[config.mk]
export PLATFORM = sky130hd
export DESIGN_NAME = positional_list_store_top
export DESIGN_NICKNAME = d
export VERILOG_FILES = /design/src/rtl/pls_pkg.sv /design/src/rtl/positional_list_store_top.sv
export SDC_FILE = /design/constraint.sdc
export NUM_CORES = 1
export LEC_CHECK = 0
export BUFFER_PORTS_ARGS = -buffer_cell sky130_fd_sc_hd__buf_4
export CORE_MARGIN = 5
export CORE_UTILIZATION = 35
export CTS_CLUSTER_DIAMETER = 200
export DETAILED_ROUTE_END_ITERATION = 8
export PLACE_DENSITY_LB_ADDON = 0.3
export SYNTH_ARGS = -nofsm -noshare
export SYNTH_HDL_FRONTEND = slang
export SYNTH_SLANG_ARGS = --single-unit
[constraint.sdc]
create_clock -name clk -period 5.1 [get_ports clk]
set_clock_uncertainty 0.05 [all_clocks]
set_input_delay 0.255 -clock clk [delete_from_list [all_inputs] [get_ports clk]]
set_output_delay 0.255 -clock clk [all_outputs]
set_load 0.03 [all_outputs]
[src/rtl/pls_pkg.sv]
// Shared types and constants for the positional list store.
// No dependencies; the RTL files refer to this package by scoped names, the bench imports it.
`timescale 1ns / 1ps

package pls_pkg;

  localparam int CAPACITY  = 16;
  localparam int ITEM_BITS = 32;

  // Fixed port widths
  localparam int OP_W     = 2;
  localparam int POS_W    = 5;
  localparam int VALUE_W  = 32;
  localparam int STATUS_W = 2;
  localparam int COUNT_W  = 5;

  // Internal widths derived from the store size
  localparam int CNT_W = $clog2(CAPACITY + 1);
  localparam int IDX_W = $clog2(CAPACITY);
  localparam int CMP_W = ((CNT_W > POS_W) ? CNT_W : POS_W) + 1;
  localparam int EXT_W = (ITEM_BITS > VALUE_W) ? ITEM_BITS : VALUE_W;

  typedef logic [ITEM_BITS-1:0] item_t;

  typedef enum logic [OP_W-1:0] {
    OP_INSERT = 2'd0,
    OP_REMOVE = 2'd1,
    OP_READ   = 2'd2
  } op_t;

  typedef enum logic [STATUS_W-1:0] {
    ST_DONE  = 2'd0,
    ST_RANGE = 2'd1,
    ST_FULL  = 2'd2
  } status_t;

endpackage

[src/rtl/positional_list_store_top.sv]
// Positional list store: request register, one pass of compare/shift logic, result register.
// Depends on pls_pkg (sizes, opcode and status codes).
// Path: an accepted request waits in the request register, then moves into the result register
//   (out_valid high from then on) once that register is empty or being drained.
// Throughput: one request per cycle while results drain. While a result waits on out_ready,
//   an empty request register takes one more; once both are full, in_ready follows out_ready.
// Reset (rst_n low, synchronous): empties the list and drops any request or result in flight;
//   slot contents are left as they are and are only read below the item count.
`timescale 1ns / 1ps

module positional_list_store_top (
  input  logic                          clk,
  input  logic                          rst_n,
  input  logic                          in_valid,
  output logic                          in_ready,
  input  logic [pls_pkg::OP_W-1:0]      in_operation,
  input  logic [pls_pkg::POS_W-1:0]     in_position,
  input  logic [pls_pkg::VALUE_W-1:0]   in_item_value,
  output logic                          out_valid,
  input  logic                          out_ready,
  output logic [pls_pkg::STATUS_W-1:0]  out_status,
  output logic [pls_pkg::VALUE_W-1:0]   out_item_out,
  output logic [pls_pkg::COUNT_W-1:0]   out_count,
  output logic                          out_empty_res
);

  // Request register
  logic                          req_valid_r;
  pls_pkg::op_t                  req_op_r;
  logic [pls_pkg::POS_W-1:0]     req_pos_r;
  pls_pkg::item_t                req_val_r;

  // List state: items in order at slots 0 .. held-1
  pls_pkg::item_t                slots_r   [pls_pkg::CAPACITY];
  pls_pkg::item_t                slots_nxt [pls_pkg::CAPACITY];
  logic [pls_pkg::CNT_W-1:0]     held_r, held_nxt;

  // Result register
  logic                          res_valid_r;
  pls_pkg::status_t              res_status_r, res_status_nxt;
  logic [pls_pkg::VALUE_W-1:0]   res_item_r, res_item_nxt;
  logic [pls_pkg::COUNT_W-1:0]   res_count_r;

  logic                          advance;
  logic                          take;
  logic [pls_pkg::CMP_W-1:0]     pos_ext, held_ext, pos_m1;
  logic [pls_pkg::IDX_W-1:0]     idx;
  logic                          pos_zero;
  logic                          do_insert, do_remove;
  logic [pls_pkg::EXT_W-1:0]     hit_ext;
  logic [pls_pkg::EXT_W-1:0]     val_ext;

  // The result register frees when empty or drained this cycle; the request
  // register frees when it is empty or its item moves into the result register.
  assign advance  = !res_valid_r || out_ready;
  assign in_ready = !req_valid_r || advance;
  assign take     = req_valid_r && advance;

  assign pos_ext  = pls_pkg::CMP_W'(req_pos_r);
  assign held_ext = pls_pkg::CMP_W'(held_r);
  assign pos_m1   = pos_ext - pls_pkg::CMP_W'(1);
  assign idx      = pos_m1[pls_pkg::IDX_W-1:0];
  assign pos_zero = (req_pos_r == '0);
  assign hit_ext  = pls_pkg::EXT_W'(slots_r[idx]);
  assign val_ext  = pls_pkg::EXT_W'(in_item_value);

  // Decide status and the item returned; the position check comes before the full check.
  always_comb begin
    res_status_nxt = pls_pkg::ST_RANGE;
    res_item_nxt   = '0;
    do_insert      = 1'b0;
    do_remove      = 1'b0;
    case (req_op_r)
      pls_pkg::OP_INSERT: begin
        if (pos_zero || pos_ext > held_ext + pls_pkg::CMP_W'(1)) begin
          res_status_nxt = pls_pkg::ST_RANGE;
        end else if (held_ext >= pls_pkg::CMP_W'(pls_pkg::CAPACITY)) begin
          res_status_nxt = pls_pkg::ST_FULL;
        end else begin
          res_status_nxt = pls_pkg::ST_DONE;
          do_insert      = 1'b1;
        end
      end
      pls_pkg::OP_REMOVE, pls_pkg::OP_READ: begin
        if (pos_zero || pos_ext > held_ext) begin
          res_status_nxt = pls_pkg::ST_RANGE;
        end else begin
          res_status_nxt = pls_pkg::ST_DONE;
          res_item_nxt   = hit_ext[pls_pkg::VALUE_W-1:0];
          do_remove      = (req_op_r == pls_pkg::OP_REMOVE);
        end
      end
      default: begin
        res_status_nxt = pls_pkg::ST_RANGE;
      end
    endcase
  end

  // Shift every slot in parallel: up past the insert point, down from the remove point.
  always_comb begin
    for (int i = 0; i < pls_pkg::CAPACITY; i++) begin
      slots_nxt[i] = slots_r[i];
      if (take && do_insert) begin
        if (pls_pkg::IDX_W'(i) == idx) begin
          slots_nxt[i] = req_val_r;
        end else if (pls_pkg::IDX_W'(i) > idx && i > 0) begin
          slots_nxt[i] = slots_r[(i > 0) ? i - 1 : 0];
        end
      end else if (take && do_remove) begin
        if (pls_pkg::IDX_W'(i) >= idx && i < pls_pkg::CAPACITY - 1) begin
          slots_nxt[i] = slots_r[(i < pls_pkg::CAPACITY - 1) ? i + 1 : i];
        end
      end
    end
  end

  always_comb begin
    held_nxt = held_r;
    if (take && do_insert) begin
      held_nxt = pls_pkg::CNT_W'(held_ext + pls_pkg::CMP_W'(1));
    end else if (take && do_remove) begin
      held_nxt = pls_pkg::CNT_W'(held_ext - pls_pkg::CMP_W'(1));
    end
  end

  // Control state
  always_ff @(posedge clk) begin
    if (!rst_n) begin
      req_valid_r <= 1'b0;
      res_valid_r <= 1'b0;
      held_r      <= '0;
    end else begin
      if (in_ready) begin
        req_valid_r <= in_valid;
      end
      if (advance) begin
        res_valid_r <= req_valid_r;
      end
      held_r <= held_nxt;
    end
  end

  // Payload: capture the request, hold the result while stalled
  always_ff @(posedge clk) begin
    if (in_ready && in_valid) begin
      req_op_r  <= pls_pkg::op_t'(in_operation);
      req_pos_r <= in_position;
      req_val_r <= val_ext[pls_pkg::ITEM_BITS-1:0];
    end
    if (take) begin
      res_status_r <= res_status_nxt;
      res_item_r   <= res_item_nxt;
      res_count_r  <= pls_pkg::COUNT_W'(pls_pkg::CMP_W'(held_nxt));
    end
    for (int i = 0; i < pls_pkg::CAPACITY; i++) begin
      slots_r[i] <= slots_nxt[i];
    end
  end

  assign out_valid     = res_valid_r;
  assign out_status    = res_status_r;
  assign out_item_out  = res_item_r;
  assign out_count     = res_count_r;
  assign out_empty_res = (res_count_r == '0);

endmodule

==> flow_summary.toml, run 1 <==
[sta]
fin_crit_sh_pct = 83.51
setup_violations = 0
totalNegativeSetupSlack_ns = 0
report.final.hold_viol_count = 0
final.setup.worst_slack_ns = 0.8410
final_max_slew_viol_count = 0
grt_setup_unrepaired = "no"
final.min_clock_period_ns = 4.259
worst_slew_margin_rel_pct = 28.60
tightestPinTransition_ns = 1.069
final.hold.worst_slack_ns = 0.3005
max_clock_freq_mhz = 234.8

[clocking]
post_cts_hold_buffer_count = 44
cts.path.max_buffers = 3
cts-htree-levels = 3
clock_tree_from_tritoncts = "done"
cts_resized = 0
clk_pin_slew_ns = 0.06
clock_insertion_delay_worst_skew_ns = 0.62
cts_made_buffers = 73
clock_tree.root_cell = "clkbuf_16"
cts_post_setup_buffers_inserted = 0
cts.sinks = 597

[pwr]
worst_ir_drop_vdd_mv = 0.1829
leakage_nw = 16.24
p_total_mw = 11.91
power.density_cell_area_nw_per_um2 = 315.5

[place]
place_hpwl_mm = 57.32
finalWeightedCongestion = 0.8006
standard_cell_area_after_detailed_placement_sq_um = 34920
port_buffers = 84
detailedPlace.worstSlack_ns = 0.9150
placed_cells = 3809

[global_routing]
antenna_found_initial = 1
grt_overflow_total = 0
grt_pass1_vias = 22050
grt_util_all_layers_pct = 19.18
grt_first_pass_wirelength_mm = 146.0
grt_start_max_net_pins = 252

[detailed_routing]
post_drt_wl_per_cell_um = 24.78
post-route-drc-count = 0
drt.antenna.violating_nets = 0
drt-vias-per-instance = 5.639
final_wl_mm = 98.70
detail_route.iter0.violations = 2312
route.vias.total = 22460
firstDrtPassIters = 6

[status]
run_status = "completed"

[yosys]
synth_cell_type_count = 54
ys_dominant_reg_cell = "edfxtp_1"
synth.yosys.seq_area_share_pct = 54.21
avgSynthCellArea_sq_um = 12.43
synth_enable_flop_cells = 590
flop_and_latch_count_out_of_synthesis = 597
ys_async_sr_fraction_pct = 0
synth_area_sq_um = 32940
synth_warnings = 0
syn-num-nets = 2712
postSynthCellCount = 2650

[worst_setup_path]
reg2reg_slack_ns = 0.84
cp_max_fo = 86
timing.setup.critical_path_class = "flip-flop to flip-flop"
worst-r2r-cell-count = 12
worst_setup_path_end_kind = "flip-flop"
cp-start-kind = "flip-flop"
crit_chain = "ha_1, nand3_1, xnor2_1, ha_1, nand3_1, o21bai_1, a31o_2, nand2_8, clkinv_2, o21ai_2, inv_2, buf_4"
critPathTopFamily = "compound AO/OA/AOI/OAI gates"
worstReg2RegEnd = "slots_r[7][6]$_DFFE_PP_"
crit_buf_inv = 3
r2r_start = "held_r[0]$_SDFF_PN0_"
cp.required_ns = 5.39
max_stage_delay_ns = 0.71
critPathSlowestCell = "o21ai_2"
critical_path_arrival_ns = 4.55

[worst_hold_path]
hold_class = "input port to flip-flop"
timing.hold.worst.start = "in_item_value[31]"
worstHoldPathCells = 2
timing.hold.worst_endpoint = "req_val_r[31]$_DFFE_PP_"

[final_layout]
layout.cells.most_common_list = "edfxtp_1 (590), nand2_1 (554), mux2i_1 (448), o21ai_0 (398), mux4_2 (160)"
syn_to_final_growth_pct = 14.56
fin_util_pct = 40.44
share_of_layout_cells_above_drive_strength_1_pct = 17.67
num-fill-cells = 8767
final_cells = 3983
stdcell_area_sq_um = 37740
design.final.nets = 2736
layout.cells.most_common = "edfxtp_1"

[job]
maxCapViolCount = 0

[floorplan]
dieWidth_um = 316.8
die-area_sq_um = 100400
std_cell_rows = 112
core_region_area_sq_um = 93330
initial_utilization_pct = 35.30
io_pins = 85
floorplan.die.height_um = 316.8
-- cell type report --
type	instances	area, sq um	area share (%)
sequential	597	17860	47.32
clock buffer	83	1907	5.053
multi-input combinational	1806	14230	37.70
antenna	1	2.502	0.006631
timing repair buffer	183	1659	4.396
tap	1254	1569	4.158
clock inverter	46	465.4	1.233
inverter	13	50.05	0.1326
-- registers in the layout (all words and copies together), names as in the netlist --
register,cells
req_pos_r,5
out_status,2
req_op_r,2
slots_r,512
out_item_out,32
held_r,5
req_val_r,32
out_count,5
req_valid_r,1
out_valid,1
-- routing by layer --
layer	up-vias	GRT usage, %	wire length [um]
li1	10010	-	-
met1	11400	27.52	43850
met2	906	30.05	45160
met3	146	3.649	7481
met4	0	5.229	2218
met5	-	0	0
-- worst max-delay path by stage --
stage,startpoint,end,slack (ns),cells past startpoint
after global placement,held_r[0]$_SDFF_PN0_,slots_r[7][7]$_DFFE_PP_,0.97,12
after floorplan,req_pos_r[0]$_DFFE_PP_,slots_r[10][0]$_DFFE_PP_,0.15,12
final,held_r[0]$_SDFF_PN0_,slots_r[7][6]$_DFFE_PP_,0.84,12
after detailed placement,held_r[0]$_SDFF_PN0_,slots_r[7][7]$_DFFE_PP_,0.92,12
after CTS,held_r[0]$_SDFF_PN0_,slots_r[7][6]$_DFFE_PP_,0.90,12
after global routing,held_r[0]$_SDFF_PN0_,slots_r[7][6]$_DFFE_PP_,0.63,12
-- logic make-up after synthesis --
group	count (synthesis)	synth area share, %
AO/OA/AOI/OAI	478	7.437
flip-flops	597	54.21
XOR/XNOR	7	0.2317
multiplexers	640	25.65
adder cells (fa/ha/maj)	19	0.7217
buffers and inverters	247	3.479
AND/OR/NAND/NOR	662	8.276
-- cell usage after synthesis, types with 2 or more instances --
master      n  share of area [%]
buf_4      17               0.39
mux4_2    160                 11
mux2_2     32                1.1
nor3b_1     2              0.046
clkbuf_1  107                1.2
dfxtp_1     7               0.43
or4_1       2              0.046
nor2b_1     4              0.076
o21ai_1    53               0.81
and3_1     34               0.65
nand2_1   559                6.4
inv_1      12               0.14
or2_2       2              0.038
o31a_1      2              0.053
nand4_1     2              0.038
nor3_1      5              0.076
ha_1       19               0.72
buf_1       5              0.057
buf_2     100                1.5
o21ai_0   398                6.0
nand3_1    14               0.21
buf_6       3               0.10
nand3b_1    3              0.068
nand3_2     3              0.091
xnor2_1     4               0.11
or3_1       2              0.038
nor2_1     18               0.21
a31oi_1     4              0.076
and2_1      5              0.095
mux2i_1   448                 14
clkbuf_4    2              0.046
edfxtp_1  590                 54
a21oi_1    11               0.17
-- worst reg2reg max path, stage by stage, from the launching register on --
cell,delay [ns]
dfxtp_1,0.44
ha_1,0.25
nand3_1,0.13
xnor2_1,0.15
ha_1,0.32
nand3_1,0.11
o21bai_1,0.20
a31o_2,0.33
nand2_8,0.36
clkinv_2,0.18
o21ai_2,0.71
inv_2,0.40
buf_4,0.35
-- report_power, final --
group | switching [mW] | leakage [nW] | internal (mW)
logic | 0.608 | 9.65 | 0.465
clock network | 2.14 | 1.16 | 3.14
registers | 0.116 | 5.43 | 5.44
No activity file was read; power rests on OpenSTA's default activity.
==> inputs of run 2 (changes only) <==
clock period = 4.15 ns   (was 5.1 ns; I/O delays follow)
==> run 2 against run 1 <==
Worst setup slack lost 0.20 ns. Sequential share of layout area shrank 0.13 points. Hold slack lost 0.038 ns. Largest cell class unchanged. Largest power group unchanged. Fmax grew 21%. Clock power grew 12%. Wire length grew 2.1%. Non-clock buffer count grew 28. Critical path depth grew 1. Critical endpoint is now slots_r[7][21]$_DFFE_PP_.
==> flow_summary.toml, run 2 (synthesis results as in run 1) <==
[final_layout]
multiInputGateArea_sq_um = 14220
share_of_layout_cells_above_drive_strength_1_pct = 18.07
antennaDiodeCount = 0
layout.cells.most_common = "edfxtp_1"
largest_register_ff_count = 512
syn_to_final_growth_pct = 14.89
final-seq-area_sq_um = 17860
num-fill-cells = 8766
design.final.nets = 2762
largest-register = "slots_r"
layout.cells.most_common_list = "edfxtp_1 (590), nand2_1 (554), mux2i_1 (448), o21ai_0 (398), mux4_2 (160)"
final_cells = 4004

[worst_setup_path]
cp.required_ns = 4.37
worst_setup_path_end_kind = "flip-flop"
critical_path_arrival_ns = 3.73
worst-r2r-cell-count = 13
max_stage_delay_ns = 0.42
crit_chain = "inv_1, ha_1, inv_1, ha_1, nor2b_1, o21bai_1, a31o_2, nand2_8, clkinv_2, o21ai_2, buf_4, inv_2, buf_4"
timing.setup.critical_path_class = "flip-flop to flip-flop"
reg2reg_slack_ns = 0.64
cp-start-kind = "flip-flop"
critPathSlowestCell = "dfxtp_1"
cp_max_fo = 21

[sta]
max_clock_freq_mhz = 285.3
final_max_slew_viol_count = 0
setup_violations = 0
report.final.hold_viol_count = 0
final.min_clock_period_ns = 3.505
worst_slew_margin_rel_pct = 29.34
fin_crit_sh_pct = 84.47
tightestPinTransition_ns = 1.060
grt_setup_unrepaired = "no"

[global_routing]
grt_overflow_total = 0
grt_util_all_layers_pct = 19.48
grt_first_pass_wirelength_mm = 147.2
grt_pass1_vias = 22060
antenna_found_initial = 2
grt_start_max_net_pins = 188

[worst_hold_path]
hold_class = "input port to flip-flop"
worstHoldPathCells = 2

[pwr]
worst_ir_drop_vdd_mv = 0.2406
leakage_nw = 16.30
power.density_cell_area_nw_per_um2 = 372.9
p_total_mw = 14.11

[clocking]
clock_tree_from_tritoncts = "done"
cts-htree-levels = 3
cts.sinks = 597
clk_pin_slew_ns = 0.06
clock_tree.root_cell = "clkbuf_16"
cts.path.max_buffers = 3
cts_resized = 0
clock_insertion_delay_worst_skew_ns = 0.61
cts_made_buffers = 71

[detailed_routing]
post-route-drc-count = 0
detail_route.iter0.violations = 2217
route.vias.total = 22530
drt-vias-per-instance = 5.626
final_wl_mm = 100.7
firstDrtPassIters = 5
drt.antenna.violating_nets = 0
post_drt_wl_per_cell_um = 25.16

[floorplan]
dieWidth_um = 316.8
core_region_area_sq_um = 93330
io_pins = 85
initial_utilization_pct = 35.30
floorplan.die.height_um = 316.8
die-area_sq_um = 100400
std_cell_rows = 112

[place]
port_buffers = 84
placed_cells = 3837
finalWeightedCongestion = 0.8243
place_hpwl_mm = 57.85

[status]
run_status = "completed"

[job]
maxCapViolCount = 0
==> run 2: cell count changes in the layout (fill, tap and decap cells not counted), sizes merged <==
cell / previous run / this run
diode: 1 / 0
buf: 139 / 167
inv: 17 / 14
bufinv: 9 / 2
clkbuf: 83 / 93
clkinv: 31 / 25
==> run 2: worst paths after layout <==
| check | startpoint | endpoint |
|---|---|---|
| setup reg to reg | held_r[0]$_SDFF_PN0_ | slots_r[7][21]$_DFFE_PP_ |
| hold reg to reg | slots_r[15][17]$_DFFE_PP_ | slots_r[14][17]$_DFFE_PP_ |
| setup / recovery | held_r[0]$_SDFF_PN0_ | slots_r[7][21]$_DFFE_PP_ |
| hold / removal | in_item_value[15] | req_val_r[15]$_DFFE_PP_ |
==> run 2: metal layers <==
layer	vias up	GRT usage [%]	wire, um
met1	11420	27.02	43450
met5	-	0	0
li1	10040	-	-
met2	915	31.69	47440
met4	0	5.389	2381
met3	151	3.539	7468
==> run 2: critical path: cells and delay by family, from the launching register on <==
family,cells,cell delay (ns)
buf+inv,6,1.18
fa+ha+maj,2,0.64
compound gates,3,0.53
flops,1,0.42
simple gates,2,0.32
==> run 2: final cells by class <==
| type | count | area share (%) |
|---|---|---|
| multi-input cells | 1806 | 37.58 |
| inverters | 13 | 0.1322 |
| well taps | 1254 | 4.146 |
| flip-flops and latches | 597 | 47.18 |
| clock buffers | 93 | 5.081 |
| repair buffers | 211 | 5.303 |
| clock inverters | 30 | 0.5687 |
==> run 2: where the power goes <==
group / switching, mW / internal, mW
combinational: 0.766 / 0.598
clock: 2.54 / 3.38
sequential: 0.139 / 6.69
total: 3.44 / 10.7
==> run 2: what timing repair did <==
action                                 in CTS  in global routing
hold buffers                               44                  0
endpoints found under the hold margin      46                  0
setup buffers                               0                  0
==> run 2: through the flow <==
| step | utilization [%] | TNS (ns) | hold WS [ns] | worst slack, ns | area, sq um |
|---|---|---|---|---|---|
| final | 40.55 | 0 | 0.2620 | 0.6445 | 37850 |
| after floorplan | - | -54.24 | 0.2564 | -0.3653 | 32970 |
| after detailed placement | 37.79 | 0 | 0.3370 | 0.6502 | 35270 |
| after CTS | 40.55 | 0 | 0.2327 | 0.6406 | 37850 |
| after global placement | 37.79 | 0 | 0.3372 | 0.6570 | 35270 |
| after global routing | 40.55 | 0 | 0.2605 | 0.4634 | 37850 |
